[config.mk]
export PLATFORM = sky130hd
export DESIGN_NAME = indexed_array_list
export DESIGN_NICKNAME = d
export VERILOG_FILES = /design/src/sv/ial_pkg.sv /design/src/sv/ial_ram.sv /design/src/sv/ial_ctrl.sv /design/src/sv/ial_dp.sv /design/src/sv/indexed_array_list.sv
export SDC_FILE = /design/constraint.sdc
export NUM_CORES = 2
export LEC_CHECK = 0
export ABC_AREA = 1
export BUFFER_PORTS_ARGS = -buffer_cell sky130_fd_sc_hd__clkbuf_2
export CAP_MARGIN = 20
export CELL_PAD_IN_SITES_DETAIL_PLACEMENT = 0
export CELL_PAD_IN_SITES_GLOBAL_PLACEMENT = 1
export CORE_ASPECT_RATIO = 1.2
export CORE_MARGIN = 8
export CORE_UTILIZATION = 50
export DETAILED_ROUTE_END_ITERATION = 16
export GPL_ROUTABILITY_DRIVEN = 0
export PLACE_DENSITY_LB_ADDON = 0.3
export SLEW_MARGIN = 30
export SYNTH_ARGS = -nofsm -noshare
export SYNTH_HDL_FRONTEND = slang
export SYNTH_SLANG_ARGS = --single-unit
[constraint.sdc]
create_clock -name i_clk -period 9 [get_ports i_clk]
set_input_delay 0.45 -clock i_clk [delete_from_list [all_inputs] [get_ports i_clk]]
set_output_delay 0.45 -clock i_clk [all_outputs]
set_load 0.1 [all_outputs]
[src/sv/ial_pkg.sv]
// Package for indexed_array_list: sizes, codes, state and command types.
// Used by the controller, the datapath, the top level and the checker.
`timescale 1ns / 1ps

package ial_pkg;

    localparam int CAPACITY    = 64;
    localparam int DATA_WIDTH  = 32;
    localparam int ADDR_W      = (CAPACITY > 1) ? $clog2(CAPACITY) : 1;
    localparam int CNT_W       = $clog2(CAPACITY + 1);
    localparam int MODE_W      = 3;
    localparam int POS_W       = 7;
    localparam int VALUE_W     = 32;
    localparam int STATUS_W    = 2;
    localparam int FPOS_W      = 6;
    localparam int LEN_W       = 7;
    localparam int CMP_W       = ((POS_W > CNT_W) ? POS_W : CNT_W) + 1;
    localparam int IN_TDATA_W  = 48;
    localparam int OUT_TDATA_W = 48;

    typedef enum logic [MODE_W-1:0] {
        MODE_GET    = 3'd0,
        MODE_FIND   = 3'd1,
        MODE_INSERT = 3'd2,
        MODE_ERASE  = 3'd3,
        MODE_CLEAR  = 3'd4
    } t_mode;

    typedef enum logic [STATUS_W-1:0] {
        ST_OK       = 2'd0,
        ST_BADPOS   = 2'd1,
        ST_FULL     = 2'd2,
        ST_NOTFOUND = 2'd3
    } t_status;

    typedef enum logic [3:0] {
        S_IDLE,
        S_DECODE,
        S_GET_RD,
        S_GET_CAP,
        S_FIND_RD,
        S_FIND_CMP,
        S_INS_RD,
        S_INS_MV,
        S_INS_WR,
        S_ERA_RD,
        S_ERA_MV,
        S_ERA_END,
        S_RESP
    } t_state;

    typedef enum logic [1:0] {
        RD_POS,
        RD_IDX,
        RD_IDX_DEC,
        RD_IDX_INC
    } t_rd_sel;

    typedef enum logic {
        WR_SHIFT,
        WR_VALUE
    } t_wr_sel;

    typedef enum logic [2:0] {
        IDX_HOLD,
        IDX_ZERO,
        IDX_COUNT,
        IDX_POS,
        IDX_INC,
        IDX_DEC
    } t_idx_op;

    typedef enum logic [1:0] {
        CNT_HOLD,
        CNT_CLEAR,
        CNT_INC,
        CNT_DEC
    } t_cnt_op;

    typedef struct packed {
        logic    load_req;
        logic    rd_en;
        t_rd_sel rd_sel;
        logic    wr_en;
        t_wr_sel wr_sel;
        t_idx_op idx_op;
        t_cnt_op cnt_op;
        logic    set_status;
        t_status status;
        logic    cap_read;
        logic    cap_found;
        logic    out_load;
    } t_dp_cmd;

    typedef struct packed {
        t_mode mode;
        logic  pos_ge_cnt;
        logic  pos_gt_cnt;
        logic  full;
        logic  cnt_zero;
        logic  cnt_eq_pos;
        logic  era_single;
        logic  ins_at_pos;
        logic  match;
        logic  find_last;
        logic  era_last;
        logic  out_free;
    } t_dp_sts;

endpackage

[src/sv/ial_ram.sv]
// Generic single-write, single-read RAM with registered read data.
// Stand-alone; instantiated by the indexed_array_list datapath.
`timescale 1ns / 1ps

module ial_ram #(
    parameter int WIDTH = 32,
    parameter int DEPTH = 64,
    parameter int AW    = (DEPTH > 1) ? $clog2(DEPTH) : 1
) (
    input  logic             i_clk,
    input  logic             i_wr_en,
    input  logic [AW-1:0]    i_wr_addr,
    input  logic [WIDTH-1:0] i_wr_data,
    input  logic             i_rd_en,
    input  logic [AW-1:0]    i_rd_addr,
    output logic [WIDTH-1:0] o_rd_data
);

    logic [WIDTH-1:0] r_mem [DEPTH];
    logic [WIDTH-1:0] r_rd_data;

    always_ff @(posedge i_clk) begin
        if (i_wr_en) begin
            r_mem[i_wr_addr] <= i_wr_data;
        end
        if (i_rd_en) begin
            r_rd_data <= r_mem[i_rd_addr];
        end
    end

    assign o_rd_data = r_rd_data;

endmodule

[src/sv/ial_ctrl.sv]
// Controller state machine for indexed_array_list: sequences each request.
// Depends on ial_pkg; drives the datapath through t_dp_cmd, reads t_dp_sts.
`timescale 1ns / 1ps

module ial_ctrl (
    input  logic             i_clk,
    input  logic             i_rst_n,
    input  logic             i_in_valid,
    output logic             o_in_ready,
    input  ial_pkg::t_dp_sts i_sts,
    output ial_pkg::t_dp_cmd o_cmd
);
    import ial_pkg::*;

    t_state  r_state;
    t_state  n_state;
    t_dp_cmd w_cmd;

    always_ff @(posedge i_clk) begin
        if (!i_rst_n) begin
            r_state <= S_IDLE;
        end else begin
            r_state <= n_state;
        end
    end

    always_comb begin
        n_state = r_state;
        w_cmd   = '0;
        unique case (r_state)
            S_IDLE: begin
                if (i_in_valid) begin
                    w_cmd.load_req = 1'b1;
                    n_state        = S_DECODE;
                end
            end
            S_DECODE: begin
                unique case (i_sts.mode)
                    MODE_GET: begin
                        if (i_sts.pos_ge_cnt) begin
                            w_cmd.set_status = 1'b1;
                            w_cmd.status     = ST_BADPOS;
                            n_state          = S_RESP;
                        end else begin
                            n_state = S_GET_RD;
                        end
                    end
                    MODE_FIND: begin
                        w_cmd.idx_op = IDX_ZERO;
                        if (i_sts.cnt_zero) begin
                            w_cmd.set_status = 1'b1;
                            w_cmd.status     = ST_NOTFOUND;
                            n_state          = S_RESP;
                        end else begin
                            n_state = S_FIND_RD;
                        end
                    end
                    MODE_INSERT: begin
                        w_cmd.idx_op = IDX_COUNT;
                        if (i_sts.pos_gt_cnt) begin
                            w_cmd.set_status = 1'b1;
                            w_cmd.status     = ST_BADPOS;
                            n_state          = S_RESP;
                        end else if (i_sts.full) begin
                            w_cmd.set_status = 1'b1;
                            w_cmd.status     = ST_FULL;
                            n_state          = S_RESP;
                        end else if (i_sts.cnt_eq_pos) begin
                            n_state = S_INS_WR;
                        end else begin
                            n_state = S_INS_RD;
                        end
                    end
                    MODE_ERASE: begin
                        w_cmd.idx_op = IDX_POS;
                        if (i_sts.pos_ge_cnt) begin
                            w_cmd.set_status = 1'b1;
                            w_cmd.status     = ST_BADPOS;
                            n_state          = S_RESP;
                        end else if (i_sts.era_single) begin
                            n_state = S_ERA_END;
                        end else begin
                            n_state = S_ERA_RD;
                        end
                    end
                    MODE_CLEAR: begin
                        w_cmd.cnt_op = CNT_CLEAR;
                        n_state      = S_RESP;
                    end
                    default: begin
                        n_state = S_RESP;
                    end
                endcase
            end
            S_GET_RD: begin
                w_cmd.rd_en  = 1'b1;
                w_cmd.rd_sel = RD_POS;
                n_state      = S_GET_CAP;
            end
            S_GET_CAP: begin
                w_cmd.cap_read = 1'b1;
                n_state        = S_RESP;
            end
            S_FIND_RD: begin
                w_cmd.rd_en  = 1'b1;
                w_cmd.rd_sel = RD_IDX;
                n_state      = S_FIND_CMP;
            end
            S_FIND_CMP: begin
                if (i_sts.match) begin
                    w_cmd.cap_found = 1'b1;
                    n_state         = S_RESP;
                end else if (i_sts.find_last) begin
                    w_cmd.set_status = 1'b1;
                    w_cmd.status     = ST_NOTFOUND;
                    n_state          = S_RESP;
                end else begin
                    w_cmd.idx_op = IDX_INC;
                    n_state      = S_FIND_RD;
                end
            end
            S_INS_RD: begin
                w_cmd.rd_en  = 1'b1;
                w_cmd.rd_sel = RD_IDX_DEC;
                n_state      = S_INS_MV;
            end
            S_INS_MV: begin
                w_cmd.wr_en  = 1'b1;
                w_cmd.wr_sel = WR_SHIFT;
                w_cmd.idx_op = IDX_DEC;
                n_state      = i_sts.ins_at_pos ? S_INS_WR : S_INS_RD;
            end
            S_INS_WR: begin
                w_cmd.wr_en  = 1'b1;
                w_cmd.wr_sel = WR_VALUE;
                w_cmd.cnt_op = CNT_INC;
                n_state      = S_RESP;
            end
            S_ERA_RD: begin
                w_cmd.rd_en  = 1'b1;
                w_cmd.rd_sel = RD_IDX_INC;
                n_state      = S_ERA_MV;
            end
            S_ERA_MV: begin
                w_cmd.wr_en  = 1'b1;
                w_cmd.wr_sel = WR_SHIFT;
                w_cmd.idx_op = IDX_INC;
                n_state      = i_sts.era_last ? S_ERA_END : S_ERA_RD;
            end
            S_ERA_END: begin
                w_cmd.cnt_op = CNT_DEC;
                n_state      = S_RESP;
            end
            S_RESP: begin
                if (i_sts.out_free) begin
                    w_cmd.out_load = 1'b1;
                    n_state        = S_IDLE;
                end
            end
            default: begin
                n_state = S_IDLE;
            end
        endcase
    end

    assign o_in_ready = (r_state == S_IDLE);
    assign o_cmd      = w_cmd;

endmodule

[src/sv/ial_dp.sv]
// Datapath for indexed_array_list: request, count, index, result and output registers.
// Depends on ial_pkg and ial_ram; obeys t_dp_cmd and reports t_dp_sts.
`timescale 1ns / 1ps

module ial_dp (
    input  logic                           i_clk,
    input  logic                           i_rst_n,
    input  ial_pkg::t_dp_cmd               i_cmd,
    output ial_pkg::t_dp_sts               o_sts,
    input  ial_pkg::t_mode                 i_req_mode,
    input  logic [ial_pkg::POS_W-1:0]      i_req_pos,
    input  logic [ial_pkg::VALUE_W-1:0]    i_req_value,
    input  logic                           i_out_ready,
    output logic                           o_out_valid,
    output ial_pkg::t_status               o_out_status,
    output logic [ial_pkg::VALUE_W-1:0]    o_out_read_value,
    output logic [ial_pkg::FPOS_W-1:0]     o_out_found,
    output logic [ial_pkg::LEN_W-1:0]      o_out_length
);
    import ial_pkg::*;

    t_mode                 r_mode;
    logic [POS_W-1:0]      r_pos;
    logic [DATA_WIDTH-1:0] r_value;
    logic [CNT_W-1:0]      r_count;
    logic [ADDR_W-1:0]     r_idx;
    t_status               r_status;
    logic [DATA_WIDTH-1:0] r_read;
    logic [ADDR_W-1:0]     r_found;

    logic                  r_out_valid;
    t_status               r_out_status;
    logic [VALUE_W-1:0]    r_out_read_value;
    logic [FPOS_W-1:0]     r_out_found;
    logic [LEN_W-1:0]      r_out_length;

    logic [ADDR_W-1:0]     w_rd_addr;
    logic [ADDR_W-1:0]     w_wr_addr;
    logic [DATA_WIDTH-1:0] w_wr_data;
    logic [DATA_WIDTH-1:0] w_rd_data;
    logic [CMP_W-1:0]      w_pos_x;
    logic [CMP_W-1:0]      w_cnt_x;
    logic [CMP_W-1:0]      w_idx_x;

    always_comb begin
        case (i_cmd.rd_sel)
            RD_POS:     w_rd_addr = ADDR_W'(r_pos);
            RD_IDX:     w_rd_addr = r_idx;
            RD_IDX_DEC: w_rd_addr = r_idx - ADDR_W'(1);
            RD_IDX_INC: w_rd_addr = r_idx + ADDR_W'(1);
            default:    w_rd_addr = r_idx;
        endcase
    end

    assign w_wr_addr = (i_cmd.wr_sel == WR_VALUE) ? ADDR_W'(r_pos) : r_idx;
    assign w_wr_data = (i_cmd.wr_sel == WR_VALUE) ? r_value : w_rd_data;

    ial_ram #(
        .WIDTH (DATA_WIDTH),
        .DEPTH (CAPACITY)
    ) u_ram (
        .i_clk     (i_clk),
        .i_wr_en   (i_cmd.wr_en),
        .i_wr_addr (w_wr_addr),
        .i_wr_data (w_wr_data),
        .i_rd_en   (i_cmd.rd_en),
        .i_rd_addr (w_rd_addr),
        .o_rd_data (w_rd_data)
    );

    always_ff @(posedge i_clk) begin
        if (i_cmd.load_req) begin
            r_mode  <= i_req_mode;
            r_pos   <= i_req_pos;
            r_value <= DATA_WIDTH'(i_req_value);
        end
    end

    always_ff @(posedge i_clk) begin
        if (!i_rst_n) begin
            r_count <= '0;
        end else begin
            case (i_cmd.cnt_op)
                CNT_CLEAR: r_count <= '0;
                CNT_INC:   r_count <= r_count + CNT_W'(1);
                CNT_DEC:   r_count <= r_count - CNT_W'(1);
                default:   r_count <= r_count;
            endcase
        end
    end

    always_ff @(posedge i_clk) begin
        case (i_cmd.idx_op)
            IDX_ZERO:  r_idx <= '0;
            IDX_COUNT: r_idx <= ADDR_W'(r_count);
            IDX_POS:   r_idx <= ADDR_W'(r_pos);
            IDX_INC:   r_idx <= r_idx + ADDR_W'(1);
            IDX_DEC:   r_idx <= r_idx - ADDR_W'(1);
            default:   r_idx <= r_idx;
        endcase
    end

    always_ff @(posedge i_clk) begin
        if (i_cmd.load_req) begin
            r_status <= ST_OK;
            r_read   <= '0;
            r_found  <= '0;
        end else begin
            if (i_cmd.set_status) begin
                r_status <= i_cmd.status;
            end
            if (i_cmd.cap_read) begin
                r_read <= w_rd_data;
            end
            if (i_cmd.cap_found) begin
                r_found <= r_idx;
            end
        end
    end

    always_ff @(posedge i_clk) begin
        if (!i_rst_n) begin
            r_out_valid <= 1'b0;
        end else if (i_cmd.out_load) begin
            r_out_valid <= 1'b1;
        end else if (i_out_ready) begin
            r_out_valid <= 1'b0;
        end
    end

    always_ff @(posedge i_clk) begin
        if (i_cmd.out_load) begin
            r_out_status     <= r_status;
            r_out_read_value <= VALUE_W'(r_read);
            r_out_found      <= FPOS_W'(r_found);
            r_out_length     <= LEN_W'(r_count);
        end
    end

    assign w_pos_x = CMP_W'(r_pos);
    assign w_cnt_x = CMP_W'(r_count);
    assign w_idx_x = CMP_W'(r_idx);

    always_comb begin
        o_sts.mode       = r_mode;
        o_sts.pos_ge_cnt = (w_pos_x >= w_cnt_x);
        o_sts.pos_gt_cnt = (w_pos_x > w_cnt_x);
        o_sts.full       = (r_count == CNT_W'(CAPACITY));
        o_sts.cnt_zero   = (r_count == '0);
        o_sts.cnt_eq_pos = (w_pos_x == w_cnt_x);
        o_sts.era_single = ((w_pos_x + CMP_W'(1)) >= w_cnt_x);
        o_sts.ins_at_pos = (w_idx_x == (w_pos_x + CMP_W'(1)));
        o_sts.match      = (w_rd_data == r_value);
        o_sts.find_last  = ((w_idx_x + CMP_W'(1)) == w_cnt_x);
        o_sts.era_last   = ((w_idx_x + CMP_W'(2)) >= w_cnt_x);
        o_sts.out_free   = !r_out_valid || i_out_ready;
    end

    assign o_out_valid      = r_out_valid;
    assign o_out_status     = r_out_status;
    assign o_out_read_value = r_out_read_value;
    assign o_out_found      = r_out_found;
    assign o_out_length     = r_out_length;

endmodule

[src/sv/indexed_array_list.sv]
// indexed_array_list: fixed-capacity ordered list of data words (top level).
// Depends on ial_pkg, ial_ctrl, ial_dp and ial_ram.
//
// Usage:
//   One request enters on the s_axis channel: mode (get, find, insert, erase,
//   clear), a list position and a data word. Exactly one result leaves on the
//   m_axis channel: status, the word read by get, the position found by find
//   and the list length after the request.
//   Requests are handled one at a time; o_s_axis_tready is high only while
//   the controller is idle. The list sits in a single-port-write RAM with
//   registered read, so each entry visited is read in a state of its own, and
//   entries shifted by insert or erase are written back in a separate state.
//   A new request is taken in the cycle after its result is loaded into the
//   output register.
//   Reset empties the list and drops any pending result; RAM contents are
//   left as they are and are never read before being written.
//   A stalled receiver holds the result in the output register; the next
//   request is still accepted and processed, and waits only to deliver.
`timescale 1ns / 1ps

module indexed_array_list (
    input  logic                                i_clk,
    input  logic                                i_rst_n,
    input  logic                                i_s_axis_tvalid,
    output logic                                o_s_axis_tready,
    // mode[2:0], position[9:3], value[41:10], zero fill
    input  logic [ial_pkg::IN_TDATA_W-1:0]      i_s_axis_tdata,
    output logic                                o_m_axis_tvalid,
    input  logic                                i_m_axis_tready,
    // status[1:0], read_value[33:2], found_position[39:34], length[46:40], zero fill
    output logic [ial_pkg::OUT_TDATA_W-1:0]     o_m_axis_tdata
);
    import ial_pkg::*;

    t_dp_cmd            w_cmd;
    t_dp_sts            w_sts;
    t_mode              w_req_mode;
    logic [POS_W-1:0]   w_req_pos;
    logic [VALUE_W-1:0] w_req_value;
    t_status            w_out_status;
    logic [VALUE_W-1:0] w_out_read_value;
    logic [FPOS_W-1:0]  w_out_found;
    logic [LEN_W-1:0]   w_out_length;

    assign w_req_mode  = t_mode'(i_s_axis_tdata[MODE_W-1:0]);
    assign w_req_pos   = i_s_axis_tdata[MODE_W +: POS_W];
    assign w_req_value = i_s_axis_tdata[MODE_W + POS_W +: VALUE_W];

    ial_ctrl u_ctrl (
        .i_clk      (i_clk),
        .i_rst_n    (i_rst_n),
        .i_in_valid (i_s_axis_tvalid),
        .o_in_ready (o_s_axis_tready),
        .i_sts      (w_sts),
        .o_cmd      (w_cmd)
    );

    ial_dp u_dp (
        .i_clk            (i_clk),
        .i_rst_n          (i_rst_n),
        .i_cmd            (w_cmd),
        .o_sts            (w_sts),
        .i_req_mode       (w_req_mode),
        .i_req_pos        (w_req_pos),
        .i_req_value      (w_req_value),
        .i_out_ready      (i_m_axis_tready),
        .o_out_valid      (o_m_axis_tvalid),
        .o_out_status     (w_out_status),
        .o_out_read_value (w_out_read_value),
        .o_out_found      (w_out_found),
        .o_out_length     (w_out_length)
    );

    assign o_m_axis_tdata = {
        {(OUT_TDATA_W - LEN_W - FPOS_W - VALUE_W - STATUS_W){1'b0}},
        w_out_length,
        w_out_found,
        w_out_read_value,
        w_out_status
    };

endmodule

==> metrics.cfg <==
[layout]
final_cell_area_um2=107000
mostFrequentLayoutCell=nand2_1
layout.filler_cells=15600
final_core_util_pct=55.7
layout.nets=8644
layout_common_cells=nand2_1, edfxtp_1, nand3_1
syn2layout_area_growth_pct=10.9
drive_gt1_share_pct=7.80

[timing]
timing.hold.ws_ns=0.315
fin_worst_skew_ns=0.0256
setup_viol=0
rsz0062_at_grt=false
slew_limit_fails=0
maxClockFrequency_mhz=196
tns_ns=0
final_period_demand_of_the_worst_path_ns=5.10
hold_violations=0
setup_slack_ns=3.90
final.period_utilization_pct=56.7
slew_headroom_pct=22.4
worst_pin_slew_ns=1.16

[global_routing]
grt_antenna_before_repair=9
grt_start_max_net_pins=211
grt_first_pass_wirelength_um=402000
grt_util_all_layers_pct=26.0
first_global_vias=60900
sum_of_overflow_across_all_layers_after_global_routing=0

[clock_tree]
tritoncts.num_buffers=207
cts-hold-fix-buffers=45
tritoncts=built
worstSkewPairLatency_ns=0.86
clock_sink_count=2227
cts_repair_resize_count=0
root_buffer_selected_by_cts=clkbuf_16
ctsHtreeMaxLevel=4
cts.clk_slew.worst_paths_ns=0.06
post_cts.repair.setup_buffers=0
cts_max_path_buffers=3

[min_path]
hold_path_startpoint=i_s_axis_tdata[0]
min_path_type=input port to flip-flop
hold-path-cell-count=2

[worst_setup_path]
reg2reg_from=u_ctrl.r_state[0]$_SDFFE_PN0P_
worst_path_dominant_cell_family=buffers and inverters
path_depth=11
ff2ff_path_depth=11
crit_path_max_fanout=44
worstSetupStartpointType=flip-flop
setup.worst_path.end_class=flip-flop
slowest_delay_ns=0.89
crit_path_start=u_ctrl.r_state[0]$_SDFFE_PN0P_
path_cells=nor2_1 > inv_1 > nor2_4 > buf_4 > inv_2 > o21ai_0 > inv_1 > nor2_1 > nand3_1 > nor2_4 > buf_4
worstPathBufferInverterCount=5
cp_slowest_cell=o21ai_0
critPathArrivalTime_ns=5.57
required_ns=9.47
criticalPathCategory=flip-flop to flip-flop

[synthesis]
syn_area_um2=96000
synth_area_leader_cell=edfxtp_1
synthTopCellsByArea=edfxtp_1, nand3_1, nand2_1
ys_seq_area_share_pct=69.1
syn-mean-instance-area_um2=11.1
postSynthCellCount=8616
synth.ff_latch_count=2227
ys_types=43
synth_fp_nets=8701
netlist.area_leader.share_pct=68.0
synth-warning-count=0

[status]
run_status=finished clean

[place]
port_buffers=94
placement.cell_area_um2=99300
pre_cts_slack_ns=4.14
hpwl_um=137000

[routing]
drt-vias-per-instance=5.80
dr.first_iter.drc_count=7183
detail_route.first_pass.iterations=8
antenna_violating_nets_post_route=0
dr_total_vias=65200
total_wire_length_after_detailed_routing_um=276000
avgRoutedWirePerCell_um=24.6
remaining_design_rule_violation_count=0

[floorplan]
initial_utilization_pct=50.2
num_rows=176
die_area_um2=206000
core_region_area_um2=191000
num_io_pins=102
die_h_um=496
die_width_um=416

[power]
total_leakage_power_nw=40.2
power.density_nw_per_um2=380
peakVddDrop_mv=0.491

[run]
cap_violations=0

## layout make-up
type | count | area (um2) | area share, %
Clock buffer | 265 | 5550 | 5.21
Timing Repair Buffer | 304 | 2510 | 2.36
Clock inverter | 120 | 1100 | 1.04
Sequential cell | 2227 | 66400 | 62.3
Antenna cell | 4 | 10.0 | 0.00940
Inverter | 621 | 2350 | 2.20
Tap cell | 2492 | 3120 | 2.93
Multi-Input combinational cell | 5198 | 25500 | 24.0
## worst reg2reg max path, cell delays in order (launching register included)
cell and delay (ns):
dfxtp_1 0.35, nor2_1 0.24, inv_1 0.19, nor2_4 0.10
buf_4 0.53, inv_2 0.47, o21ai_0 0.90, inv_1 0.23
nor2_1 0.20, nand3_1 0.59, nor2_4 0.27, buf_4 0.56
## Yosys cell counts
cell type,count
xnor2_1,3
nor3_1,23
nand2_1,2315
clkbuf_1,175
buf_1,86
nand3_4,1
buf_4,19
o21ai_0,46
inv_2,7
o2111ai_1,1
nor2_2,1
a21o_1,1
conb_1,1
nor4_1,2
ha_1,32
nand2_2,5
nand3_1,1969
buf_2,287
nand3b_1,448
clkinv_1,1
o21a_1,2
fa_1,1
o21ai_2,1
o22ai_1,5
or2_2,9
inv_1,613
nor2_4,2
a21oi_1,65
a211oi_1,1
o31ai_1,2
nor3b_1,2
o211ai_1,65
o21bai_1,2
a31oi_1,1
and3_1,1
edfxtp_1,2175
nand2_4,1
xor2_1,39
nor2_1,131
dfxtp_1,52
buf_6,3
nand4_1,16
o21ai_1,4
## per-layer routing
layer	GRT usage (%)	wire (um)
met3	4.65	25000
met1	35.5	111000
met4	10.3	11500
met2	41.7	129000
met5	0	44
## metrics by stage
stage,instances,power (mW)
after CTS,11200,40.3
after global routing,11200,42.2
after detailed placement,10800,31.7
after global placement,10800,31.4
after floorplan,8616,25.0
final,11200,40.5
## logic make-up after synthesis
group | after synthesis | synth area share [%]
flops | 2227 | 69.1
simple gates | 4926 | 23.7
other cells | 1 | 0.00390
xor+xnor | 42 | 0.383
fa+ha+maj | 33 | 0.438
buf+inv | 1191 | 5.13
compound gates | 196 | 1.23
## where the power goes
group / internal (mW) / switching, mW
registers: 13.9 / 0.266
clock network: 4.87 / 3.81
logic: 3.92 / 13.8
## registers in the layout, summed over array words and instances (netlist names)
signal / count
u_dp.u_ram.r_mem: 2048
u_dp.o_out_found: 6
u_dp.o_out_valid: 1
u_dp.r_found: 6
u_dp.r_count: 7
u_ctrl.r_state: 4
u_dp.r_status: 2
u_dp.r_value: 32
u_dp.o_out_read_value: 32
u_dp.o_out_length: 7
u_dp.u_ram.o_rd_data: 32
u_dp.r_idx: 6
u_dp.o_out_status: 2
u_dp.r_pos: 7
u_dp.r_read: 32
u_dp.r_mode: 3
## final timing paths
kind	end	slack (ns)
max	u_dp.u_ram.r_mem[27][9]$_DFFE_PP_	3.90
min	u_dp.r_mode[0]$_DFFE_PP_	0.32
max reg2reg	u_dp.u_ram.r_mem[27][9]$_DFFE_PP_	3.90
min reg2reg	u_dp.o_out_read_value[25]$_DFFE_PP_	0.42
No activity file was read; power rests on OpenSTA's default activity.
